[src/rtl/core/pidb_pkg.sv]
// ----------------------------------------------------------------------------
// pidb_pkg: shared types for the positional insert/delete buffer
// Operation and status codes, stream field widths, and the command and
// status bundles that run between the controller and the datapath.
// ----------------------------------------------------------------------------
package pidb_pkg;

    // Field widths of one transaction
    localparam int POS_W     = 6;
    localparam int CHAR_W    = 8;
    localparam int RES_CNT_W = 7;
    localparam int FUNC_W    = 2;
    localparam int STATUS_W  = 2;

    // Stream bus widths
    localparam int S_TDATA_W = 16;
    localparam int S_TUSER_W = 3;
    localparam int M_TDATA_W = 32;

    // Operation codes
    typedef enum logic [FUNC_W-1:0] {
        FN_INSERT = 2'd0,
        FN_REMOVE = 2'd1,
        FN_MOVE   = 2'd2,
        FN_READ   = 2'd3
    } func_t;

    // Result status codes
    typedef enum logic [STATUS_W-1:0] {
        ST_OK       = 2'd0,
        ST_RANGE    = 2'd1,
        ST_OVERFLOW = 2'd2
    } status_t;

    // Controller to datapath commands
    typedef struct packed {
        logic load;        // capture the input transaction
        logic eval;        // check, update counts, set up the shift loop
        logic wr_commit;   // write the fetched byte and step the loop
        logic put_char;    // write the inserted byte at its position
        logic copy_setup;  // start the suffix copy of a move
        logic capture;     // latch the byte of a read
        logic publish;     // load the result into the output register
    } pidb_cmd_t;

    // Datapath to controller status
    typedef struct packed {
        func_t func;
        logic  ok;
        logic  move_nop;
        logic  loop_done;
        logic  copy_phase;
        logic  out_busy;
    } pidb_stat_t;

endpackage

[src/rtl/core/pidb_ctrl.sv]
// ----------------------------------------------------------------------------
// pidb_ctrl: operation sequencer
// One-hot state machine that walks one transaction through check, shift
// loop, byte write or byte read, and hand-off to the output register.
// ----------------------------------------------------------------------------
module pidb_ctrl (
    input  logic                  aclk,
    input  logic                  aresetn,
    input  logic                  s_tvalid,
    output logic                  s_tready,
    input  pidb_pkg::pidb_stat_t  stat,
    output pidb_pkg::pidb_cmd_t   cmd
);

    typedef enum logic [6:0] {
        S_IDLE    = 7'b0000001,
        S_EVAL    = 7'b0000010,
        S_LOOP_RD = 7'b0000100,
        S_LOOP_WR = 7'b0001000,
        S_RD_WAIT = 7'b0010000,
        S_RD_CAP  = 7'b0100000,
        S_FINISH  = 7'b1000000
    } state_t;

    state_t state_reg;
    state_t state_next;

    // Take a new transaction only between operations
    assign s_tready = (state_reg == S_IDLE);

    // Next state and commands
    always_comb begin
        cmd        = '0;
        state_next = state_reg;
        case (state_reg)
            S_IDLE: begin
                if (s_tvalid) begin
                    cmd.load   = 1'b1;
                    state_next = S_EVAL;
                end
            end
            S_EVAL: begin
                cmd.eval = 1'b1;
                if (!stat.ok || stat.move_nop) begin
                    state_next = S_FINISH;
                end else if (stat.func == pidb_pkg::FN_READ) begin
                    state_next = S_RD_WAIT;
                end else begin
                    state_next = S_LOOP_RD;
                end
            end
            S_LOOP_RD: begin
                if (!stat.loop_done) begin
                    state_next = S_LOOP_WR;
                end else if (stat.func == pidb_pkg::FN_INSERT) begin
                    cmd.put_char = 1'b1;
                    state_next   = S_FINISH;
                end else if (stat.func == pidb_pkg::FN_MOVE && !stat.copy_phase) begin
                    cmd.copy_setup = 1'b1;
                    state_next     = S_LOOP_RD;
                end else begin
                    state_next = S_FINISH;
                end
            end
            S_LOOP_WR: begin
                cmd.wr_commit = 1'b1;
                state_next    = S_LOOP_RD;
            end
            S_RD_WAIT: begin
                state_next = S_RD_CAP;
            end
            S_RD_CAP: begin
                cmd.capture = 1'b1;
                state_next  = S_FINISH;
            end
            S_FINISH: begin
                if (!stat.out_busy) begin
                    cmd.publish = 1'b1;
                    state_next  = S_IDLE;
                end
            end
            default: begin
                state_next = S_IDLE;
            end
        endcase
    end

    // State register
    always_ff @(posedge aclk) begin
        if (!aresetn) begin
            state_reg <= S_IDLE;
        end else begin
            state_reg <= state_next;
        end
    end

`ifndef SYNTH
    a_state_onehot: assert property (@(posedge aclk) disable iff (!aresetn)
        $onehot(state_reg))
        else $error("controller state is not one-hot");

    a_accept_to_eval: assert property (@(posedge aclk) disable iff (!aresetn)
        (s_tvalid && s_tready) |=> (state_reg == S_EVAL))
        else $error("accepted transaction not evaluated next cycle");
`endif

endmodule

[src/rtl/core/pidb_datapath.sv]
// ----------------------------------------------------------------------------
// pidb_datapath: bank storage, counts, shift engine and result register
// Two byte memories with one write and one registered read port each, the
// fill counts, the address/length registers of the element shift loop, and
// the output register of the result channel.
// ----------------------------------------------------------------------------
module pidb_datapath #(
    parameter int CAPACITY = 64
) (
    input  logic                               aclk,
    input  logic                               aresetn,
    input  pidb_pkg::pidb_cmd_t                cmd,
    output pidb_pkg::pidb_stat_t               stat,
    input  logic [pidb_pkg::S_TDATA_W-1:0]     s_tdata,
    input  logic [pidb_pkg::S_TUSER_W-1:0]     s_tuser,
    output logic                               m_tvalid,
    input  logic                               m_tready,
    output logic [pidb_pkg::M_TDATA_W-1:0]     m_tdata
);

    localparam int AW = (CAPACITY > 1) ? $clog2(CAPACITY) : 1;
    localparam int CW = $clog2(CAPACITY + 1);
    localparam int EW = ((CW > pidb_pkg::POS_W) ? CW : pidb_pkg::POS_W) + 1;

    // Captured transaction
    pidb_pkg::func_t                 func_reg;
    logic                            bank_reg;
    logic [pidb_pkg::POS_W-1:0]      pos_reg;
    logic [pidb_pkg::CHAR_W-1:0]     char_reg;

    // Fill counts
    logic [CW-1:0] cnt_a_reg;
    logic [CW-1:0] cnt_b_reg;

    // Shift loop
    logic [AW-1:0] rd_addr_reg;
    logic [AW-1:0] wr_addr_reg;
    logic [CW-1:0] remain_reg;
    logic [CW-1:0] n_reg;
    logic          up_reg;
    logic          rd_bank_reg;
    logic          wr_bank_reg;
    logic          copy_phase_reg;

    // Memories
    logic [pidb_pkg::CHAR_W-1:0] mem_a [CAPACITY];
    logic [pidb_pkg::CHAR_W-1:0] mem_b [CAPACITY];
    logic [pidb_pkg::CHAR_W-1:0] rdata_a_reg;
    logic [pidb_pkg::CHAR_W-1:0] rdata_b_reg;
    logic [pidb_pkg::CHAR_W-1:0] rdata_sel;
    logic [pidb_pkg::CHAR_W-1:0] wdata;
    logic [AW-1:0]               waddr;
    logic                        we_a;
    logic                        we_b;

    // Results
    logic [pidb_pkg::CHAR_W-1:0]    res_char_reg;
    logic [pidb_pkg::RES_CNT_W-1:0] res_count_reg;
    logic [pidb_pkg::RES_CNT_W-1:0] res_other_reg;
    logic                           res_empty_reg;
    logic                           res_full_reg;
    pidb_pkg::status_t              res_status_reg;
    logic                           m_tvalid_reg;
    logic [pidb_pkg::M_TDATA_W-1:0] m_tdata_reg;

    // Evaluation terms
    logic [CW-1:0]     src_cnt;
    logic [CW-1:0]     dst_cnt;
    logic [EW-1:0]     c_ext;
    logic [EW-1:0]     d_ext;
    logic [EW-1:0]     p_ext;
    logic [EW-1:0]     cap_ext;
    logic [EW-1:0]     n_ext;
    pidb_pkg::status_t status_c;
    logic              ok_c;
    logic [CW-1:0]     scnt_new;
    logic [CW-1:0]     dcnt_new;
    logic [AW-1:0]     rd_init;
    logic [AW-1:0]     wr_init;
    logic [CW-1:0]     remain_init;
    logic              up_init;
    logic              rbank_init;
    logic              wbank_init;

    assign src_cnt = bank_reg ? cnt_b_reg : cnt_a_reg;
    assign dst_cnt = bank_reg ? cnt_a_reg : cnt_b_reg;
    assign c_ext   = EW'(src_cnt);
    assign d_ext   = EW'(dst_cnt);
    assign p_ext   = EW'(pos_reg);
    assign cap_ext = EW'(CAPACITY);
    assign n_ext   = c_ext - p_ext;

    // Check position and room
    always_comb begin
        status_c = pidb_pkg::ST_OK;
        case (func_reg)
            pidb_pkg::FN_INSERT: begin
                if (p_ext > c_ext) begin
                    status_c = pidb_pkg::ST_RANGE;
                end else if (c_ext >= cap_ext) begin
                    status_c = pidb_pkg::ST_OVERFLOW;
                end
            end
            pidb_pkg::FN_MOVE: begin
                if (p_ext > c_ext) begin
                    status_c = pidb_pkg::ST_RANGE;
                end else if (d_ext + n_ext > cap_ext) begin
                    status_c = pidb_pkg::ST_OVERFLOW;
                end
            end
            default: begin
                if (p_ext >= c_ext) begin
                    status_c = pidb_pkg::ST_RANGE;
                end
            end
        endcase
    end

    assign ok_c = (status_c == pidb_pkg::ST_OK);

    // Counts after the operation
    always_comb begin
        scnt_new = src_cnt;
        dcnt_new = dst_cnt;
        if (ok_c) begin
            case (func_reg)
                pidb_pkg::FN_INSERT: scnt_new = CW'(c_ext + EW'(1));
                pidb_pkg::FN_REMOVE: scnt_new = CW'(c_ext - EW'(1));
                pidb_pkg::FN_MOVE: begin
                    scnt_new = CW'(p_ext);
                    dcnt_new = CW'(d_ext + n_ext);
                end
                default: begin
                    scnt_new = src_cnt;
                end
            endcase
        end
    end

    // First step of the shift loop
    always_comb begin
        rd_init     = AW'(p_ext);
        wr_init     = AW'(p_ext);
        remain_init = '0;
        up_init     = 1'b1;
        rbank_init  = bank_reg;
        wbank_init  = bank_reg;
        case (func_reg)
            pidb_pkg::FN_INSERT: begin
                rd_init     = AW'(c_ext - EW'(1));
                wr_init     = AW'(c_ext);
                remain_init = CW'(n_ext);
                up_init     = 1'b0;
            end
            pidb_pkg::FN_REMOVE: begin
                rd_init     = AW'(p_ext + EW'(1));
                remain_init = CW'(n_ext - EW'(1));
            end
            pidb_pkg::FN_MOVE: begin
                rd_init     = AW'(d_ext - EW'(1));
                wr_init     = AW'(d_ext - EW'(1) + n_ext);
                remain_init = dst_cnt;
                up_init     = 1'b0;
                rbank_init  = !bank_reg;
                wbank_init  = !bank_reg;
            end
            default: begin
                remain_init = '0;
            end
        endcase
    end

    // Capture the transaction
    always_ff @(posedge aclk) begin
        if (cmd.load) begin
            func_reg <= pidb_pkg::func_t'(s_tuser[1:0]);
            bank_reg <= s_tuser[2];
            pos_reg  <= s_tdata[5:0];
            char_reg <= s_tdata[13:6];
        end
    end

    // Fill counts
    always_ff @(posedge aclk) begin
        if (!aresetn) begin
            cnt_a_reg <= '0;
            cnt_b_reg <= '0;
        end else if (cmd.eval) begin
            if (bank_reg) begin
                cnt_b_reg <= scnt_new;
                cnt_a_reg <= dcnt_new;
            end else begin
                cnt_a_reg <= scnt_new;
                cnt_b_reg <= dcnt_new;
            end
        end
    end

    // Loop control
    always_ff @(posedge aclk) begin
        if (!aresetn) begin
            remain_reg     <= '0;
            copy_phase_reg <= 1'b0;
        end else if (cmd.eval) begin
            remain_reg     <= remain_init;
            copy_phase_reg <= 1'b0;
        end else if (cmd.copy_setup) begin
            remain_reg     <= n_reg;
            copy_phase_reg <= 1'b1;
        end else if (cmd.wr_commit) begin
            remain_reg <= remain_reg - CW'(1);
        end
    end

    // Loop addresses and bank selects
    always_ff @(posedge aclk) begin
        if (cmd.eval) begin
            rd_addr_reg <= rd_init;
            wr_addr_reg <= wr_init;
            up_reg      <= up_init;
            rd_bank_reg <= rbank_init;
            wr_bank_reg <= wbank_init;
            n_reg       <= CW'(n_ext);
        end else if (cmd.copy_setup) begin
            rd_addr_reg <= AW'(p_ext);
            wr_addr_reg <= '0;
            up_reg      <= 1'b1;
            rd_bank_reg <= bank_reg;
            wr_bank_reg <= !bank_reg;
        end else if (cmd.wr_commit) begin
            if (up_reg) begin
                rd_addr_reg <= rd_addr_reg + AW'(1);
                wr_addr_reg <= wr_addr_reg + AW'(1);
            end else begin
                rd_addr_reg <= rd_addr_reg - AW'(1);
                wr_addr_reg <= wr_addr_reg - AW'(1);
            end
        end
    end

    // Write port select
    assign rdata_sel = rd_bank_reg ? rdata_b_reg : rdata_a_reg;
    assign wdata     = cmd.put_char ? char_reg : rdata_sel;
    assign waddr     = cmd.put_char ? AW'(p_ext) : wr_addr_reg;
    assign we_a      = (cmd.wr_commit && !wr_bank_reg) || (cmd.put_char && !bank_reg);
    assign we_b      = (cmd.wr_commit && wr_bank_reg) || (cmd.put_char && bank_reg);

    // Bank A memory
    always_ff @(posedge aclk) begin
        if (we_a) begin
            mem_a[waddr] <= wdata;
        end
        rdata_a_reg <= mem_a[rd_addr_reg];
    end

    // Bank B memory
    always_ff @(posedge aclk) begin
        if (we_b) begin
            mem_b[waddr] <= wdata;
        end
        rdata_b_reg <= mem_b[rd_addr_reg];
    end

    // Result fields
    always_ff @(posedge aclk) begin
        if (cmd.eval) begin
            res_char_reg   <= '0;
            res_count_reg  <= pidb_pkg::RES_CNT_W'(scnt_new);
            res_other_reg  <= pidb_pkg::RES_CNT_W'(dcnt_new);
            res_empty_reg  <= (scnt_new == '0);
            res_full_reg   <= (scnt_new == CW'(CAPACITY));
            res_status_reg <= status_c;
        end else if (cmd.capture) begin
            res_char_reg <= rdata_sel;
        end
    end

    // Output register: hold while the receiver stalls
    always_ff @(posedge aclk) begin
        if (!aresetn) begin
            m_tvalid_reg <= 1'b0;
        end else if (cmd.publish) begin
            m_tvalid_reg <= 1'b1;
        end else if (m_tready) begin
            m_tvalid_reg <= 1'b0;
        end
    end

    always_ff @(posedge aclk) begin
        if (cmd.publish) begin
            m_tdata_reg <= pidb_pkg::M_TDATA_W'({res_status_reg, res_full_reg, res_empty_reg,
                                                 res_other_reg, res_count_reg, res_char_reg});
        end
    end

    assign m_tvalid = m_tvalid_reg;
    assign m_tdata  = m_tdata_reg;

    // Status to the controller
    assign stat.func       = func_reg;
    assign stat.ok         = ok_c;
    assign stat.move_nop   = (func_reg == pidb_pkg::FN_MOVE) && (n_ext == '0);
    assign stat.loop_done  = (remain_reg == '0);
    assign stat.copy_phase = copy_phase_reg;
    assign stat.out_busy   = m_tvalid_reg && !m_tready;

`ifndef SYNTH
    a_count_bound: assert property (@(posedge aclk) disable iff (!aresetn)
        (cnt_a_reg <= CW'(CAPACITY)) && (cnt_b_reg <= CW'(CAPACITY)))
        else $error("bank fill count above capacity");

    a_insert_grows: assert property (@(posedge aclk) disable iff (!aresetn)
        (cmd.eval && func_reg == pidb_pkg::FN_INSERT && ok_c) |=>
        ((EW'(cnt_a_reg) + EW'(cnt_b_reg)) ==
         ($past(EW'(cnt_a_reg) + EW'(cnt_b_reg)) + EW'(1))))
        else $error("successful insert did not add one byte");

    a_move_keeps_total: assert property (@(posedge aclk) disable iff (!aresetn)
        (cmd.eval && func_reg == pidb_pkg::FN_MOVE) |=>
        ((EW'(cnt_a_reg) + EW'(cnt_b_reg)) == $past(EW'(cnt_a_reg) + EW'(cnt_b_reg))))
        else $error("move changed the total byte count");
`endif

endmodule

[src/rtl/core/positional_insert_delete_buffer.sv]
// ----------------------------------------------------------------------------
// positional_insert_delete_buffer: two-bank positional edit buffer
// Top level joining the operation sequencer and the storage datapath.
// ----------------------------------------------------------------------------
// Usage:
//   Each input transaction carries one operation (insert, remove, move the
//   suffix of a bank to the front of the other bank, read one byte) and
//   returns exactly one result transaction with the byte read, both fill
//   counts, the empty and full flags and a status code.
//   A read waits on the registered memory read, then captures the byte;
//   remove, insert and move run the shift loop; a rejected operation or
//   an empty move skips the loop and goes straight to the result.
//   The shift loop moves one byte per read/write state pair through the
//   single registered read port of each bank; that loop sets the rate.
//   s_tready rises in the same cycle as m_tvalid, so the next operation
//   can be accepted while a result still waits on m_tready.
//   If the receiver stalls, the result holds in the output register and a
//   following operation waits at its final step until that slot frees.
//   After reset both counts are zero; no clearing pass is needed.
// ----------------------------------------------------------------------------
module positional_insert_delete_buffer #(
    parameter int CAPACITY = 64
) (
    input  logic                               aclk,
    input  logic                               aresetn,
    input  logic                               s_tvalid,
    output logic                               s_tready,
    // [5:0] position, [13:6] char_in
    input  logic [pidb_pkg::S_TDATA_W-1:0]     s_tdata,
    // [1:0] func, [2] bank
    input  logic [pidb_pkg::S_TUSER_W-1:0]     s_tuser,
    output logic                               m_tvalid,
    input  logic                               m_tready,
    // [7:0] char_out, [14:8] count, [21:15] other_count, [22] empty_res,
    // [23] full_res, [25:24] status
    output logic [pidb_pkg::M_TDATA_W-1:0]     m_tdata
);

    pidb_pkg::pidb_cmd_t  cmd;
    pidb_pkg::pidb_stat_t stat;

    pidb_ctrl u_ctrl (
        .aclk     (aclk),
        .aresetn  (aresetn),
        .s_tvalid (s_tvalid),
        .s_tready (s_tready),
        .stat     (stat),
        .cmd      (cmd)
    );

    pidb_datapath #(
        .CAPACITY (CAPACITY)
    ) u_datapath (
        .aclk     (aclk),
        .aresetn  (aresetn),
        .cmd      (cmd),
        .stat     (stat),
        .s_tdata  (s_tdata),
        .s_tuser  (s_tuser),
        .m_tvalid (m_tvalid),
        .m_tready (m_tready),
        .m_tdata  (m_tdata)
    );

endmodule
[config.mk]
export PLATFORM = sky130hd
export DESIGN_NAME = positional_insert_delete_buffer
export DESIGN_NICKNAME = d
export VERILOG_FILES = /design/src/rtl/core/pidb_pkg.sv /design/src/rtl/core/pidb_ctrl.sv /design/src/rtl/core/pidb_datapath.sv /design/src/rtl/core/positional_insert_delete_buffer.sv
export SDC_FILE = /design/constraint.sdc
export NUM_CORES = 1
export LEC_CHECK = 0
export BUFFER_PORTS_ARGS = -buffer_cell sky130_fd_sc_hd__buf_4
export CAP_MARGIN = 30
export CORE_UTILIZATION = 40
export DETAILED_ROUTE_END_ITERATION = 8
export SYNTH_ARGS = -nofsm -noshare
export SYNTH_HDL_FRONTEND = slang
export SYNTH_SLANG_ARGS = --single-unit
[constraint.sdc]
create_clock -name aclk -period 8.5 [get_ports aclk]
set_input_delay 0 -clock aclk [delete_from_list [all_inputs] [get_ports aclk]]
set_output_delay 0 -clock aclk [all_outputs]
set_load 0.005 [all_outputs]
==> metrics.yaml <==
yosys:
  yosys_warnings: 0
  yosys.area.top_type: "edfxtp_1"
  synth_area_um2: 47070
  synth_cells: 2400
  netlist-cell-type-count: 73
  postSynthAreaPerCell_um2: 19.61
  ys_top_cells_by_area: "edfxtp_1 71%, mux4_2 16%, dfxtp_1 2.3%"
  async_reset_ff_share_pct: 0
  synthFlopType: "edfxtp_1"
  ys_seq_area_share_pct: 72.92
  synth-seq-cells: 1161
  synth_edf_count: 1107
  yosysTopAreaCellShare_pct: 70.62
final_layout:
  fin_nets: 2576
  final_common_cell: "edfxtp_1"
  drive_gt1_share_pct: 24.24
  area_delta_synth_final_pct: 13.76
  antenna_cells: 0
  fillers: 9666
  layout_common_cells: "1107 x edfxtp_1, 337 x mux4_2, 206 x nor2_1"
cts:
  clock-sinks: 1161
  numCtsBuffers: 114
  cts_resized: 0
  cts-root-buf: "clkbuf_16"
  insertion_delay_ns: 0.71
  cts_tree: "yes"
  htree_levels: 3
  path_clk_slew_ns: 0.06
  ctsLongestPathBuffers: 3
  postCtsHoldBufs: 30
  post_cts_buffers: 0
sta:
  hold_violations: 0
  min_period_ns: 6.169
  slew_headroom_pct: 16.71
  setup_viol: 0
  max_freq_mhz: 162.1
  tightestPinTransition_ns: 1.249
  final.setup.tns_ns: 0
  maxSlewViolCount: 0
  rsz0062_at_grt: "false"
  layout_worst_path_cycle_share_pct: 72.58
  clock-skew-final_ns: 0.03477
route:
  wl_met3_um: 7175
  vias: 23630
  via_per_inst: 5.709
  dr_wl_met2_um: 53710
  routed_wl_um: 109900
  top_layer: "met5"
  drt_iter0_drc: 2338
  ant_nets: 0
  drt-met1-wl_um: 46190
  wl_per_cell_um: 26.56
  drc: 0
  dr.pass1.iters: 5
floorplan:
  core_um2: 116400
  initial_core_util_pct: 40.45
  die-area_um2: 119000
  die_w_um: 345.0
  die_y_um: 345.0
  rows: 125
  ios: 57
placed_design:
  gp_congestion: 0.8740
  portBuffers: 48
  place_hpwl_um: 67320
grt:
  grt_max_degree: 157
  antenna_found_initial: 4
  gr-total-overflow: 0
  grt_usage_pct: 18.45
  grt_first_pass_wirelength_um: 162600
  grt_pass1_vias: 24020
status:
  outcome: "completed"
critical_path:
  criticalPathCategory: "reg -> reg"
  setup.worst_path.end_class: "register"
  cp.arrival_ns: 6.72
  regToRegSetupSlack_ns: 2.33
  crit_fanout: 27
  slowest_delay_ns: 0.60
  crit_path_start_kind: "register"
  cp_cell_sequence: "buf_4, mux2i_1, clkinv_1, ha_1, inv_1, o21bai_1, xor2_1, ha_1, a21oi_1, nor4b_1, or4_1, xnor2_1, a211oi_1, a21oi_1, a31oi_1, nand4_2, nor2_1"
  cp_data_required_time_ns: 9.06
  ff2ff_path_depth: 17
  crit_slowest_cell: "mux2i_1"
min_path:
  holdPathStages: 2
  hold_path.class: "in -> reg"
job:
  max-cap-violations: 0
power:
  irDropWorstVdd_mv: 0.2069
  pwr_density_cell_nw_per_um2: 220.1
  p_leak_nw: 17.03
  p_total_mw: 11.78
==> report_power, final <==
group          switching [mW]  internal, mW  leakage (nW)
registers              0.0130          6.27          10.4
clock network            2.15          2.90          1.84
logic                   0.283         0.164          4.81
total                    2.45          9.33          17.0
==> critical path: cells and delay by family, from the launching register on <==
family | cells | cell delay [ns]
AOI/OAI and AO/OA | 5 | 1.63
DFF | 1 | 0.33
adders and majority gates | 2 | 0.88
xor gates and xnor gates | 2 | 0.76
and+or+nand+nor | 4 | 0.97
muxes | 1 | 0.60
buffers and inverters | 3 | 0.83
==> area by class of cell <==
| type | count | area (um^2) | share of cell area, % |
|---|---|---|---|
| sequential | 1161 | 34320 | 64.10 |
| multi-input combinational | 1067 | 12160 | 22.71 |
| clock buffer | 140 | 3034 | 5.666 |
| tap | 1524 | 1907 | 3.561 |
| timing repair buffer | 125 | 1232 | 2.302 |
| clock inverter | 73 | 703.2 | 1.313 |
| inverter | 49 | 183.9 | 0.3435 |
==> metal layers <==
metal	track usage, %	up-vias
met2	29.84	857
met4	5.430	6
li1	-	10060
met1	25.52	12520
met5	0	-
met3	3.447	187
==> through the flow <==
step           cells  area (um^2)  util (%)  setup WS [ns]  hold WS (ns)
2_1_floorplan   2405        47090         -          2.157       0.09887
3_3_place_gp    3883        49230     42.31          2.578        0.1800
3_5_place_dp    3890        49350     42.41          2.489        0.1798
4_1_cts         4133        53390     45.88          2.436     0.0001569
5_1_grt         4139        53550     46.02          2.034      0.008455
6_report        4139        53550     46.02          2.331       0.02967
==> cells in the mapped netlist, drive strengths merged (10+ instances only) <==
master / number
a211oi: 16
nand2: 69
ha: 30
mux2i: 31
a21o: 10
xor2: 12
dfxtp: 54
nand3: 35
inv: 46
buf: 43
nand2b: 12
mux4: 337
nor2: 206
edfxtp: 1107
a21oi: 60
clkbuf: 85
o21ai: 45
nor3: 20
o22ai: 11
xnor2: 41
==> path summary, 6_finish.rpt <==
check | to | from
setup / recovery | u_datapath.res_empty_reg | u_datapath.bank_reg
hold / removal | u_datapath.pos_reg[4] | s_tdata[4]
setup reg to reg | u_datapath.res_empty_reg | u_datapath.bank_reg
hold reg to reg | u_datapath.m_tdata[16] | u_datapath.res_other_reg[1]
==> logic make-up (layout without fill, tap and decap cells) <==
family | Yosys count | count (layout) | synth area share, %
flip-flops | 1161 | 1161 | 72.92
AND/OR/NAND/NOR | 385 | 385 | 3.578
multiplexers | 371 | 371 | 16.86
AO/OA/AOI/OAI | 214 | 214 | 2.985
buffers and inverters | 177 | 387 | 1.513
XOR/XNOR | 55 | 55 | 1.098
adder cells (fa/ha/maj) | 36 | 36 | 1.034
other | 1 | 6 | 0.007967
Note: power is estimated with default switching activity, not from simulation.
